`config.mk`:
```
export PLATFORM = sky130hd
export DESIGN_NAME = rtos_tick_scheduler
export DESIGN_NICKNAME = d
export VERILOG_FILES = /design/src/rtl/rts_pkg.sv /design/src/rtl/rtos_tick_scheduler.sv /design/src/rtl/rts_datapath.sv /design/src/rtl/rts_ctrl.sv
export SDC_FILE = /design/constraint.sdc
export NUM_CORES = 2
export LEC_CHECK = 0
export BUFFER_PORTS_ARGS = -buffer_cell sky130_fd_sc_hd__buf_4
export CORE_AREA = 3 3 352 528
export CTS_BUF_LIST = sky130_fd_sc_hd__clkbuf_8
export DETAILED_ROUTE_END_ITERATION = 10
export DIE_AREA = 0 0 355 531
export PLACE_DENSITY = 0.59
export RECOVER_POWER = 50
export SLEW_MARGIN = 20
export SYNTH_ARGS = -nofsm -noshare
export SYNTH_HDL_FRONTEND = slang
export SYNTH_SLANG_ARGS = --single-unit
```
`constraint.sdc`:
```
create_clock -name clk -period 5.4 [get_ports clk]
set_clock_uncertainty 0.05 [all_clocks]
set_input_delay 0.27 -clock clk [delete_from_list [all_inputs] [get_ports clk]]
set_output_delay 0.27 -clock clk [all_outputs]
set_load 0.02 [all_outputs]
```
`src/rtl/rts_pkg.sv`:
```
package rts_pkg;

    localparam int MAX_ENTRIES = 16;

    typedef enum logic [2:0] {
        CMD_TICK     = 3'd0,
        CMD_SCHEDULE = 3'd1,
        CMD_SLEEP    = 3'd2,
        CMD_ADD_THR  = 3'd3,
        CMD_ADD_PER  = 3'd4,
        CMD_SET_BLK  = 3'd5
    } cmd_t;

    localparam logic [2:0] KIND_FIRE = 3'd0;
    localparam logic [2:0] KIND_OK   = 3'd1;
    localparam logic [2:0] KIND_DONE = 3'd2;
    localparam logic [2:0] KIND_FULL = 3'd3;
    localparam logic [2:0] KIND_NONE = 3'd4;

    typedef struct packed {
        logic load;
        logic time_inc;
        logic per_upd;
        logic thr_wake;
        logic sched_take;
        logic sleep_wr;
        logic add_thr;
        logic add_per;
        logic set_blk;
        logic scan_clr;
        logic scan_inc;
    } rts_cmd_t;

    typedef struct packed {
        logic per_hit;
        logic runnable;
        logic per_end;
        logic thr_end;
        logic sched_end;
        logic sched_empty;
        logic thr_full;
        logic per_full;
        logic blk_ok;
        logic sleep_ok;
    } rts_status_t;

endpackage

```
`src/rtl/rtos_tick_scheduler.sv`:
```
// Channel  | Handshake             | Payload
// input    | in_valid / in_stall   | command, thread_index, amount, blocked_flag
// output   | out_valid / out_stall | kind, index, now, last
//
// No new request is taken until the last is done. A tick advances the time, then
// scans the periodic and then the thread table, each entry in a read and a check state.
// A schedule tries the threads in turn from the one after the current thread, and
// reports none when no thread is runnable or the table is empty.
// Reset clears the time, the counts, the current thread and all marks.
// A stalled output holds the controller until the result register frees.
module rtos_tick_scheduler
    import rts_pkg::*;
(
    input  logic        clk,
    input  logic        rst_n,
    input  logic        in_valid,
    output logic        in_stall,
    input  logic [2:0]  command,
    input  logic [3:0]  thread_index,
    input  logic [31:0] amount,
    input  logic        blocked_flag,
    output logic        out_valid,
    input  logic        out_stall,
    output logic [2:0]  kind,
    output logic [3:0]  index,
    output logic [31:0] now,
    output logic        last
);

    localparam int CW = $clog2(MAX_ENTRIES + 1);

    rts_cmd_t    cmd;
    rts_status_t status;
    logic [CW-1:0] scan_idx, thr_cnt, per_cnt, cand_idx, cur_thr;
    logic [31:0] sys_time;

    rts_ctrl u_ctrl (
        .clk(clk), .rst_n(rst_n),
        .in_valid(in_valid), .in_stall(in_stall), .command(command),
        .out_valid(out_valid), .out_stall(out_stall),
        .kind(kind), .index(index), .now(now), .last(last),
        .cmd(cmd), .status(status),
        .scan_idx(scan_idx), .thr_cnt(thr_cnt), .per_cnt(per_cnt),
        .cand_idx(cand_idx), .cur_thr(cur_thr), .sys_time(sys_time)
    );

    rts_datapath u_dp (
        .clk(clk), .rst_n(rst_n),
        .cmd(cmd), .status(status),
        .thread_index(thread_index), .amount(amount), .blocked_flag(blocked_flag),
        .scan_idx(scan_idx), .thr_cnt(thr_cnt), .per_cnt(per_cnt),
        .cand_idx(cand_idx), .cur_thr(cur_thr), .now(sys_time)
    );

endmodule

```
`src/rtl/rts_datapath.sv`:
```
module rts_datapath
    import rts_pkg::*;
(
    input  logic                              clk,
    input  logic                              rst_n,
    input  rts_cmd_t                          cmd,
    output rts_status_t                       status,
    input  logic [3:0]                        thread_index,
    input  logic [31:0]                       amount,
    input  logic                              blocked_flag,
    output logic [$clog2(MAX_ENTRIES+1)-1:0]  scan_idx,
    output logic [$clog2(MAX_ENTRIES+1)-1:0]  thr_cnt,
    output logic [$clog2(MAX_ENTRIES+1)-1:0]  per_cnt,
    output logic [$clog2(MAX_ENTRIES+1)-1:0]  cand_idx,
    output logic [$clog2(MAX_ENTRIES+1)-1:0]  cur_thr,
    output logic [31:0]                       now
);

    localparam int CW = $clog2(MAX_ENTRIES + 1);
    localparam int AW = (MAX_ENTRIES > 1) ? $clog2(MAX_ENTRIES) : 1;

    logic [31:0] sys_time_reg;
    logic [CW-1:0] cur_reg, tcnt_reg, pcnt_reg, scan_reg, cand_reg;
    logic [MAX_ENTRIES-1:0] asleep_reg, blocked_reg;
    logic [31:0] wake_mem [MAX_ENTRIES];
    logic [31:0] rel_mem [MAX_ENTRIES];
    logic [31:0] per_mem [MAX_ENTRIES];
    logic [31:0] rel_rd_reg, per_rd_reg, wake_rd_reg;
    logic [3:0] tix_reg;
    logic [31:0] amt_reg;
    logic flag_reg;
    logic [CW-1:0] cand_next;
    logic [AW-1:0] scan_a, cand_a, tix_a, cur_a, tcnt_a, pcnt_a;

    assign scan_a = scan_reg[AW-1:0];
    assign cand_a = cand_reg[AW-1:0];
    assign cur_a  = cur_reg[AW-1:0];
    assign tcnt_a = tcnt_reg[AW-1:0];
    assign pcnt_a = pcnt_reg[AW-1:0];
    assign tix_a  = tix_reg[AW-1:0];

    always_comb
    begin
        if (cur_reg + CW'(1) >= tcnt_reg)
            cand_next = '0;
        else
            cand_next = cur_reg + CW'(1);
        if (cmd.scan_inc)
            cand_next = (cand_reg + CW'(1) >= tcnt_reg) ? '0 : cand_reg + CW'(1);
    end

    always_ff @(posedge clk or negedge rst_n)
    begin
        if (!rst_n)
        begin
            sys_time_reg <= '0;
            cur_reg      <= '0;
            tcnt_reg     <= '0;
            pcnt_reg     <= '0;
            scan_reg     <= '0;
            cand_reg     <= '0;
            asleep_reg   <= '0;
            blocked_reg  <= '0;
        end
        else
        begin
            if (cmd.time_inc)
                sys_time_reg <= sys_time_reg + 32'd1;
            if (cmd.scan_clr)
            begin
                scan_reg <= '0;
                cand_reg <= cand_next;
            end
            else if (cmd.scan_inc)
            begin
                scan_reg <= scan_reg + CW'(1);
                cand_reg <= cand_next;
            end
            if (cmd.sched_take)
                cur_reg <= cand_reg;
            if (cmd.thr_wake && asleep_reg[scan_a] && wake_rd_reg == sys_time_reg)
                asleep_reg[scan_a] <= 1'b0;
            if (cmd.sleep_wr)
                asleep_reg[cur_a] <= 1'b1;
            if (cmd.add_thr)
            begin
                asleep_reg[tcnt_a]  <= 1'b0;
                blocked_reg[tcnt_a] <= 1'b0;
                tcnt_reg <= tcnt_reg + CW'(1);
            end
            if (cmd.add_per)
                pcnt_reg <= pcnt_reg + CW'(1);
            if (cmd.set_blk)
                blocked_reg[tix_a] <= flag_reg;
        end
    end

    always_ff @(posedge clk)
    begin
        if (cmd.load)
        begin
            tix_reg  <= thread_index;
            amt_reg  <= amount;
            flag_reg <= blocked_flag;
        end
        rel_rd_reg  <= rel_mem[scan_a];
        per_rd_reg  <= per_mem[scan_a];
        wake_rd_reg <= wake_mem[scan_a];
        if (cmd.per_upd)
            rel_mem[scan_a] <= sys_time_reg + per_rd_reg;
        if (cmd.add_per)
        begin
            rel_mem[pcnt_a] <= sys_time_reg + amt_reg;
            per_mem[pcnt_a] <= amt_reg;
        end
        if (cmd.sleep_wr)
            wake_mem[cur_a] <= sys_time_reg + amt_reg;
    end

    assign status.per_hit     = (rel_rd_reg == sys_time_reg);
    assign status.runnable    = !blocked_reg[cand_a] && !asleep_reg[cand_a];
    assign status.per_end     = (scan_reg >= pcnt_reg);
    assign status.thr_end     = (scan_reg >= tcnt_reg);
    assign status.sched_end   = (scan_reg + CW'(1) >= tcnt_reg);
    assign status.sched_empty = (tcnt_reg == '0) || (cur_reg >= tcnt_reg);
    assign status.thr_full    = (tcnt_reg >= CW'(MAX_ENTRIES));
    assign status.per_full    = (pcnt_reg >= CW'(MAX_ENTRIES));
    assign status.blk_ok      = (32'(tix_reg) < 32'(tcnt_reg));
    assign status.sleep_ok    = (cur_reg < tcnt_reg);

    assign scan_idx = scan_reg;
    assign thr_cnt  = tcnt_reg;
    assign per_cnt  = pcnt_reg;
    assign cand_idx = cand_reg;
    assign cur_thr  = cur_reg;
    assign now      = sys_time_reg;

endmodule

```
`src/rtl/rts_ctrl.sv`:
```
module rts_ctrl
    import rts_pkg::*;
(
    input  logic                              clk,
    input  logic                              rst_n,
    input  logic                              in_valid,
    output logic                              in_stall,
    input  logic [2:0]                        command,
    output logic                              out_valid,
    input  logic                              out_stall,
    output logic [2:0]                        kind,
    output logic [3:0]                        index,
    output logic [31:0]                       now,
    output logic                              last,
    output rts_cmd_t                          cmd,
    input  rts_status_t                       status,
    input  logic [$clog2(MAX_ENTRIES+1)-1:0]  scan_idx,
    input  logic [$clog2(MAX_ENTRIES+1)-1:0]  thr_cnt,
    input  logic [$clog2(MAX_ENTRIES+1)-1:0]  per_cnt,
    input  logic [$clog2(MAX_ENTRIES+1)-1:0]  cand_idx,
    input  logic [$clog2(MAX_ENTRIES+1)-1:0]  cur_thr,
    input  logic [31:0]                       sys_time
);

    typedef enum logic [3:0] {
        S_IDLE, S_DECODE, S_TICK, S_PRD, S_PCHK, S_TRD, S_TCHK,
        S_SCHED, S_WAIT
    } state_t;

    state_t state_reg;
    logic [2:0] op_reg;
    logic out_free;
    logic emit;

    assign out_free = !out_valid || !out_stall;
    assign in_stall = (state_reg != S_IDLE);

    always_comb
    begin
        emit = 1'b0;
        unique case (state_reg)
            S_DECODE: emit = out_free && (op_reg == CMD_ADD_THR || op_reg == CMD_ADD_PER);
            S_PCHK:   emit = out_free && status.per_hit;
            S_SCHED:  emit = out_free && status.runnable;
            S_WAIT:   emit = out_free;
            default: ;
        endcase
    end

    always_comb
    begin
        cmd = '0;
        cmd.load = (state_reg == S_IDLE) && in_valid;
        unique case (state_reg)
            S_DECODE:
            begin
                unique case (op_reg)
                    CMD_TICK:    cmd.time_inc = 1'b1;
                    CMD_SCHEDULE: cmd.scan_clr = !status.sched_empty;
                    CMD_SLEEP:   cmd.sleep_wr = status.sleep_ok;
                    CMD_ADD_THR: cmd.add_thr = !status.thr_full && out_free;
                    CMD_ADD_PER: cmd.add_per = !status.per_full && out_free;
                    CMD_SET_BLK: cmd.set_blk = status.blk_ok;
                    default: ;
                endcase
            end
            S_TICK:  cmd.scan_clr = 1'b1;
            S_PRD:   cmd.scan_clr = status.per_end;
            S_PCHK:
            begin
                if (out_free)
                begin
                    cmd.per_upd = status.per_hit;
                    cmd.scan_inc = 1'b1;
                end
            end
            S_TCHK:
            begin
                cmd.thr_wake = 1'b1;
                cmd.scan_inc = 1'b1;
            end
            S_SCHED:
            begin
                if (status.runnable)
                    cmd.sched_take = out_free;
                else if (!status.sched_end)
                    cmd.scan_inc = 1'b1;
            end
            default: ;
        endcase
    end

    always_ff @(posedge clk or negedge rst_n)
    begin
        if (!rst_n)
        begin
            state_reg <= S_IDLE;
            op_reg    <= '0;
            out_valid <= 1'b0;
            kind      <= '0;
            index     <= '0;
            now       <= '0;
            last      <= 1'b0;
        end
        else
        begin
            if (out_valid && !out_stall && !emit)
                out_valid <= 1'b0;
            unique case (state_reg)
                S_IDLE:
                begin
                    if (in_valid)
                    begin
                        op_reg    <= command;
                        state_reg <= S_DECODE;
                    end
                end
                S_DECODE:
                begin
                    if (op_reg == CMD_TICK)
                        state_reg <= S_TICK;
                    else if (op_reg == CMD_SCHEDULE)
                    begin
                        if (status.sched_empty)
                            state_reg <= S_WAIT;
                        else
                            state_reg <= S_SCHED;
                    end
                    else if (op_reg == CMD_ADD_THR || op_reg == CMD_ADD_PER)
                    begin
                        if (out_free)
                        begin
                            out_valid <= 1'b1;
                            last      <= 1'b1;
                            now       <= sys_time;
                            state_reg <= S_IDLE;
                            if ((op_reg == CMD_ADD_THR) ? status.thr_full : status.per_full)
                            begin
                                kind  <= KIND_FULL;
                                index <= '0;
                            end
                            else
                            begin
                                kind  <= KIND_OK;
                                index <= 4'((op_reg == CMD_ADD_THR) ? thr_cnt : per_cnt);
                            end
                        end
                    end
                    else
                        state_reg <= S_IDLE;
                end
                S_TICK:  state_reg <= S_PRD;
                S_PRD:   state_reg <= status.per_end ? S_TRD : S_PCHK;
                S_PCHK:
                begin
                    if (out_free)
                    begin
                        if (status.per_hit)
                        begin
                            out_valid <= 1'b1;
                            kind      <= KIND_FIRE;
                            index     <= 4'(scan_idx);
                            last      <= 1'b0;
                            now       <= sys_time;
                        end
                        state_reg <= S_PRD;
                    end
                end
                S_TRD:   state_reg <= status.thr_end ? S_WAIT : S_TCHK;
                S_TCHK:  state_reg <= S_TRD;
                S_SCHED:
                begin
                    if (status.runnable)
                    begin
                        if (out_free)
                        begin
                            out_valid <= 1'b1;
                            kind      <= KIND_OK;
                            index     <= 4'(cand_idx);
                            last      <= 1'b1;
                            now       <= sys_time;
                            state_reg <= S_IDLE;
                        end
                    end
                    else if (status.sched_end)
                        state_reg <= S_WAIT;
                end
                S_WAIT:
                begin
                    if (out_free)
                    begin
                        out_valid <= 1'b1;
                        last      <= 1'b1;
                        now       <= sys_time;
                        if (op_reg == CMD_TICK)
                        begin
                            kind  <= KIND_DONE;
                            index <= '0;
                        end
                        else
                        begin
                            kind  <= KIND_NONE;
                            index <= 4'(cur_thr);
                        end
                        state_reg <= S_IDLE;
                    end
                end
                default: state_reg <= S_IDLE;
            endcase
        end
    end

endmodule
```
=== Word level (Yosys, flattened, before mapping) ===
Memory sizes are Yosys's and may differ from the RTL's. A register that Yosys moved wholly into a read port is not among the register bits.
Cells that the tools add are included.

* Add/sub/neg operators: 8
* Multiply operators: 0
* Div/mod/pow operators: 0
* Order comparisons: 19
* Eq/ne operators: 26
* Shift operators: 0
* Mux-type cells: 118
* Bitwise operators: 6
* Reductions and logical operators: 37

{| class="wikitable"
|+ Operators by type and width
! operator !! number
|-
| $mux W32 || 8
|-
| $pmux W32 S4 || 1
|-
| $mux W4 || 24
|-
| $mux W16 || 5
|-
| $add A32 B32 Y32 || 2
|-
| $eq A32 B32 Y1 || 2
|-
| $and A16 B16 Y16 || 3
|-
| $mux W1 || 46
|-
| $pmux W4 S9 || 1
|-
| $mux W5 || 7
|-
| $add A32 B1 Y32 const B || 1
|-
| $not A16 Y16 || 2
|-
| $reduce_or A32 Y1 || 1
|-
| $ge A5 B5 Y1 || 6
|-
| $mux W3 || 10
|-
| $add A5 B1 Y5 const B || 5
|-
| $lt A4 B5 Y1 const B || 5
|-
| $bwmux W16 || 1
|-
| $demux W1 S4 || 4
|-
| $eq A4 B3 Y1 const B || 4
|-
| $ge A4 B1 Y1 const B || 4
|-
| $or A16 B16 Y16 || 1
|-
| $pmux W4 S4 || 1
|-
| $logic_and A1 B1 Y1 || 15
|-
| other kinds (28) || 55
|}

* Register bits: 174
* Bits in latches: 0
* Bits in writable memories: 1536
* ROM bits: 0
* Input bits: 44
* Output and inout port bits: 42
* Memories kept: 3

{| class="wikitable"
|+ Memories
! name !! words !! width !! rd ports !! clocked after Yosys merged registers in !! wr ports !! line !! source
|-
| u_dp.per_mem || 16 || 32 || 1 || 1 || 1 || rts_datapath.sv:27 || <nowiki>logic [31:0] per_mem [MAX_ENTRIES];</nowiki>
|-
| u_dp.rel_mem || 16 || 32 || 1 || 1 || 1 || rts_datapath.sv:26 || <nowiki>logic [31:0] rel_mem [MAX_ENTRIES];</nowiki>
|-
| u_dp.wake_mem || 16 || 32 || 1 || 1 || 1 || rts_datapath.sv:25 || <nowiki>logic [31:0] wake_mem [MAX_ENTRIES];</nowiki>
|}

=== Depth between registers and ports, before layout ===
* Depth in word-level cells: 14
* Gate-level depth with buffers: 17
* Gate-level depth less buffers: 12

=== Hierarchy ===
A second synthesis with hierarchy kept.

* Cells, all modules: 4784
* Area, all modules: 78400.2 µm²

{| class="wikitable"
|+ Modules (own cells, without submodules)
! module !! times used !! cells an instance !! area each (µm²) !! seq. area each (µm²)
|-
| rts_datapath || 1 || 4573 || 75910.3 || 51384.3
|-
| rts_ctrl || 1 || 211 || 2489.9 || 1201.2
|}

=== Worst setup path before layout ===
OpenSTA, ideal clock, no wires.

* Kind: register to register
* From: register u_ctrl.state_reg[3]
* To: memory u_dp.per_mem[3][0], enable pin
* Setup time: 0.461 ns
* Arrival: 4.504 ns
* Required time: 4.889 ns
* Slack: 0.385 ns
* Cell stages (with the launch flop): 10
* Period minus slack after synthesis: 5.015 ns
* Path through: dfrtp_1 > clkbuf_1 > nor2_1 > nand3b_1 > nor2_1 > nand2_1 > nor4_1 > clkbuf_1 > nand2_1 > nor3_1

* Cells in the longest elaborated chain, start to end: 4

{| class="wikitable"
|+ Ends and longest elaborated chain
! element !! line !! source
|-
| start: declaration || rts_ctrl.sv:30 || <nowiki>state_t state_reg;</nowiki>
|-
| start signal: assignment || rts_ctrl.sv:153 || <nowiki>S_PRD: state_reg <= status.per_end ? S_TRD : S_PCHK;</nowiki>
|-
| start signal: assignment || rts_ctrl.sv:169 || <nowiki>S_TRD: state_reg <= status.thr_end ? S_WAIT : S_TCHK;</nowiki>
|-
| $eq A4 B1 Y1 || rts_ctrl.sv:54 || <nowiki>unique case (state_reg)</nowiki>
|-
| $mux W4 || rts_ctrl.sv:54 ||
|-
| $mux W1 || rts_datapath.sv:111 || <nowiki>if (cmd.add_per)</nowiki>
|-
| $mux W1 (not written as such) || rts_datapath.sv:114 || <nowiki>per_mem[pcnt_a] <= amt_reg;</nowiki>
|-
| end: declaration || rts_datapath.sv:27 ||
|}

Every way passes these cells.

=== Worst setup path in the final report ===
* From: register u_ctrl.state_reg[1]
* To: memory u_dp.wake_mem[13][10], enable pin

* Cells in the longest elaborated chain, start to end: 4

{| class="wikitable"
|+ Ends and longest elaborated chain
! element !! line !! source
|-
| $eq A4 B1 Y1 || rts_ctrl.sv:54 ||
|-
| $mux W4 || rts_ctrl.sv:54 ||
|-
| $mux W1 || rts_datapath.sv:116 || <nowiki>if (cmd.sleep_wr)</nowiki>
|-
| $mux W1 (not written as such) || rts_datapath.sv:117 || <nowiki>wake_mem[cur_a] <= sys_time_reg + amt_reg;</nowiki>
|-
| end: declaration || rts_datapath.sv:25 ||
|}

Every way passes these cells.

==> metrics.log <==
INFO  metric status = finished with violations
INFO  metric failed_checks = max-capacitance violations, max-slew violations
INFO  metric die_height = 531 um
INFO  metric tritoncts = built
INFO  metric synthesis.instances = 3682
INFO  metric worst_path_largest_cell_delay = 1670 ps
INFO  metric critical_path.reg2reg.startpoint = u_ctrl.state_reg[1]$_DFFE_PN0P_
INFO  metric finalCriticalPeriod = 5000 ps
INFO  metric post-cts-setup-buffer-count = 0
INFO  metric track_usage = 0.204
INFO  metric pin_count_of_the_biggest_net_entering_global_routing = 123
INFO  metric total_leakage_power = 27.3 nW
INFO  metric power.ir.vdd_worst = 302 uV
INFO  metric cts-htree-levels = 5
INFO  metric synth-seq-cells = 1806
INFO  metric cp-startpoint = u_ctrl.state_reg[1]$_DFFE_PN0P_
INFO  metric overflow = 0
INFO  metric synth_enable_flop_cells = 1573
INFO  metric synth.top_cell.area_share = 0.651
INFO  metric synth_largest_area_cell = sky130_fd_sc_hd__edfxtp_1
INFO  metric totalWireLength = 192000 um
INFO  metric design.die.area = 189000 um^2
INFO  metric syn_area_per_cell = 19.7 um^2
INFO  metric dieWidth = 355 um
INFO  metric mappedNetlistNets = 3841
INFO  metric grtUsageMet3 = 0.0293
INFO  metric async_flop_share = 0.0759
INFO  metric r2r-end = u_dp.wake_mem[13][10]$_DFFE_PP_
INFO  metric detail_route.first_pass.iterations = 6
INFO  metric hp-class = in -> reg
INFO  metric setup_violations = 0
INFO  metric avgViaCountPerCell = 5.59
INFO  metric endpoint_kind = flop
INFO  metric cts_made_buffers = 277
INFO  metric min_period_over_period = 0.927
INFO  metric cellPowerDensity = 452 nW/um^2
INFO  metric ff2ff_setup_slack = 400 ps
INFO  metric floorplan_row_count = 192
INFO  metric clk_path_buf_depth = 4
INFO  metric cpMaxStageDelayCell = sky130_fd_sc_hd__nor2_1
INFO  metric routedWlPerCell = 28.6 um
INFO  metric rsz_0062_raised_after_global_routing = false
INFO  metric worst-r2r-cell-count = 7
INFO  metric maxSlewViolCount = 706
INFO  metric grt_first_pass_wirelength = 280000 um
INFO  metric mapped_area = 72500 um^2
INFO  metric hold_path_end = u_dp.tix_a[0]$_DFFE_PP_
INFO  metric holdCritStartpoint = thread_index[0]
INFO  metric finalHoldViolCount = 0
INFO  metric achievable_frequency = 200 MHz
INFO  metric clk-insertion-delay-late = 900 ps
INFO  metric post-route-worst-setup-slack = 397 ps
INFO  metric cts.reportedPaths.clkPinSlew = 60 ps
INFO  metric clock_tree.root_cell = sky130_fd_sc_hd__clkbuf_8
INFO  metric design.final.nets = 4257
INFO  metric slew-limit-headroom = -1.23
INFO  metric final.setup.tns = 0 ps
INFO  metric grtUsageMet2 = 0.361
INFO  metric groute.layer.met1.usage = 0.255
INFO  metric antenna_found_initial = 10
INFO  metric num_vias = 37.6k
INFO  metric via_count_of_the_first_global_routing_pass = 39.7k
INFO  metric cp_max_fo = 17
INFO  metric synthToLayoutAreaGrowth = 13.9%
INFO  metric reg.largest.list = u_dp.per_mem (512), u_dp.rel_mem (512), u_dp.wake_mem (512)
INFO  metric timing.critical_path.buf_inv = 2
INFO  metric floorplan.initialDensity = 0.398
INFO  metric grt_busiest_layer = met2
INFO  metric first_iter_violations = 3341
INFO  metric timing.critical_path.from_type = flop
INFO  metric place.detailed.hpwl = 118000 um
INFO  metric cp_cell_sequence = clkbuf_1 > nand3b_1 > or4b_2 > nor3_1 > nand2_1 > nor2_1 > buf_4
INFO  metric synth_top_cells_by_area = sky130_fd_sc_hd__edfxtp_1 65%, sky130_fd_sc_hd__mux4_2 15%, sky130_fd_sc_hd__dfrtp_1 4.7%
INFO  metric synth_ff_type = sky130_fd_sc_hd__edfxtp_1
INFO  metric cp_data_arrival_time = 5520 ps
INFO  metric postRouteAntennaNets = 0
INFO  metric place.port_buffers = 85
INFO  metric yosys_warnings = 0
INFO  metric timing_worst_setup_path_type = reg -> reg
INFO  metric synth_cell_types = 75
INFO  metric core_region_area = 182000 um^2
INFO  metric placement.setup.worst_slack = 782 ps
INFO  metric clock_sinks = 1806
INFO  metric min_path_cells = 2
INFO  metric yosysSeqAreaShare = 0.725
INFO  metric required_arrival_time_at_the_worst_endpoint = 5920 ps
INFO  metric worst_pin_slew = 3350 ps
INFO  metric layout-drive-gt1-share = 0.251
INFO  metric route.detailed.drc = 0
INFO  metric design.portCount = 86
INFO  metric cpLargestDelayFamily = simple AND/OR/NAND/NOR gates
INFO  metric gp_routability_congestion = 0.869
INFO  metric cap_viol_max_count = 20
==> cell type report <==
class	instances	area [um^2]
diodes	7	17.5
clock buffers	307	4230
clock inverters	174	947
fillers	15753	99500
inverters	36	143
multi-input cells	1661	19300
flip-flops and latches	1806	52600
well taps	2425	3030
repair buffers	316	2310
==> report_power, final <==
group	internal, W	switching [W]
sequential	0.0171	0.000933
clock	0.00553	0.00528
combinational	0.00365	0.00490
==> cell families after synthesis <==
family,count (synthesis),share of synthesized area
AND/OR/NAND/NOR,498,0.0333
AO/OA/AOI/OAI,335,0.0299
multiplexers,541,0.159
adder cells (fa/ha/maj),115,0.0200
XOR/XNOR,172,0.0208
buffers and inverters,215,0.0118
flip-flops,1806,0.725
==> layer usage <==
layer	share of wire	wire length [um]	vias to the layer above
li1	-	-	15868
met1	0.38	73900	20065
met2	0.52	100000	1322
met3	0.053	10200	366
met4	0.039	7540	4
met5	0.00014	27	-
==> cells in the final DEF, fill, tap and decap left out, types with 15 or more instances in the layout <==
master / Yosys / routed
sky130_fd_sc_hd__nand3_1: 42 / 42
sky130_fd_sc_hd__nor3_1: 31 / 28
sky130_fd_sc_hd__xnor2_1: 118 / 115
sky130_fd_sc_hd__mux2_2: 21 / 21
sky130_fd_sc_hd__o31ai_1: 16 / 15
sky130_fd_sc_hd__a21oi_1: 108 / 107
sky130_fd_sc_hd__and3_1: 17 / 17
sky130_fd_sc_hd__a21o_1: 32 / 32
sky130_fd_sc_hd__ha_1: 113 / 113
sky130_fd_sc_hd__a31oi_1: 16 / 16
sky130_fd_sc_hd__nor2_1: 156 / 132
sky130_fd_sc_hd__clkbuf_4: 0 / 31
sky130_fd_sc_hd__dfrtp_1: 137 / 134
sky130_fd_sc_hd__o21ai_0: 59 / 53
sky130_fd_sc_hd__nor2_4: 0 / 23
sky130_fd_sc_hd__clkinv_1: 0 / 37
sky130_fd_sc_hd__buf_4: 1 / 102
sky130_fd_sc_hd__xor2_1: 54 / 54
sky130_fd_sc_hd__nand2_1: 123 / 123
sky130_fd_sc_hd__clkinv_2: 0 / 29
sky130_fd_sc_hd__nand2b_1: 24 / 24
sky130_fd_sc_hd__o21a_1: 18 / 18
sky130_fd_sc_hd__clkbuf_8: 0 / 307
sky130_fd_sc_hd__dfxtp_1: 96 / 96
sky130_fd_sc_hd__mux4_2: 486 / 486
sky130_fd_sc_hd__edfxtp_1: 1573 / 1573
sky130_fd_sc_hd__inv_1: 36 / 119
sky130_fd_sc_hd__dlygate4sd3_1: 0 / 73
sky130_fd_sc_hd__nand4_1: 22 / 22
sky130_fd_sc_hd__mux2_1: 27 / 27
sky130_fd_sc_hd__clkbuf_1: 143 / 85
==> synth_stat cells, types with 6 or more instances <==
| master | number |
|---|---|
| sky130_fd_sc_hd__xnor2_1 | 118 |
| sky130_fd_sc_hd__o211ai_1 | 13 |
| sky130_fd_sc_hd__clkbuf_1 | 143 |
| sky130_fd_sc_hd__nor2b_1 | 12 |
| sky130_fd_sc_hd__a21oi_1 | 108 |
| sky130_fd_sc_hd__nor3_1 | 31 |
| sky130_fd_sc_hd__nand3b_1 | 6 |
| sky130_fd_sc_hd__a211o_1 | 6 |
| sky130_fd_sc_hd__mux4_2 | 486 |
| sky130_fd_sc_hd__nand2b_1 | 24 |
| sky130_fd_sc_hd__nand3_1 | 42 |
| sky130_fd_sc_hd__dfxtp_1 | 96 |
| sky130_fd_sc_hd__mux2i_1 | 7 |
| sky130_fd_sc_hd__nor4_1 | 11 |
| sky130_fd_sc_hd__edfxtp_1 | 1573 |
| sky130_fd_sc_hd__a31oi_1 | 16 |
| sky130_fd_sc_hd__or3_1 | 13 |
| sky130_fd_sc_hd__mux2_2 | 21 |
| sky130_fd_sc_hd__o21bai_1 | 6 |
| sky130_fd_sc_hd__a21o_1 | 32 |
| sky130_fd_sc_hd__nand4_1 | 22 |
| sky130_fd_sc_hd__o21a_1 | 18 |
| sky130_fd_sc_hd__and4_1 | 6 |
| sky130_fd_sc_hd__buf_1 | 25 |
| sky130_fd_sc_hd__mux2_1 | 27 |
| sky130_fd_sc_hd__nor2_1 | 156 |
| sky130_fd_sc_hd__o22ai_1 | 6 |
| sky130_fd_sc_hd__dfrtp_1 | 137 |
| sky130_fd_sc_hd__xor2_1 | 54 |
| sky130_fd_sc_hd__and2_1 | 8 |
| sky130_fd_sc_hd__o31ai_1 | 16 |
| sky130_fd_sc_hd__inv_1 | 36 |
| sky130_fd_sc_hd__and3_1 | 17 |
| sky130_fd_sc_hd__ha_1 | 113 |
| sky130_fd_sc_hd__nand2_1 | 123 |
| sky130_fd_sc_hd__o221ai_1 | 10 |
| sky130_fd_sc_hd__o21ai_0 | 59 |
| sky130_fd_sc_hd__nor3b_1 | 6 |
| sky130_fd_sc_hd__o311ai_0 | 6 |
==> worst reg2reg max path: cells and delay by family, from the launching register on <==
family	cells	cell delay, ps
AND/OR/NAND/NOR	5	3410
buffers and inverters	2	900
flip-flops	1	370
==> worst max-delay path by stage <==
| stage | end | slack [ps] | depth (start not counted) |
|---|---|---|---|
| finish | u_dp.wake_mem[13][10]$_DFFE_PP_ | 400 | 7 |
| global route | u_dp.per_rd_reg[13]$_DFF_P_ | 240 | 4 |
| CTS | u_dp.rel_mem[5][15]$_DFFE_PP_ | 730 | 11 |
| detailed placement | u_dp.rel_mem[5][10]$_DFFE_PP_ | 780 | 11 |
| global placement | u_dp.rel_mem[12][30]$_DFFE_PP_ | 630 | 12 |
| floorplan | u_dp.per_mem[3][0]$_DFFE_PP_ | 380 | 9 |
==> through the flow <==
step                cell area (um^2)  hold WS [ps]   util  cells  power (W)
detailed placement             77300           377  0.424   6169     0.0270
global route                   82600          83.8  0.454   6729     0.0389
floorplan                      72500         -75.6      -   3682     0.0234
CTS                            83200          2.35  0.457   6724     0.0379
finish                         82600           104  0.454   6732     0.0373
global placement               77300           376  0.424   6169     0.0269
==> repair_timing <==
item | CTS | global route
hold buffers | 74 | 0
setup endpoints to repair | 0 | 0
resized for setup | 0 | 0
endpoints found under the hold margin | 133 | 0
No activity file was read; power rests on OpenSTA's default activity.
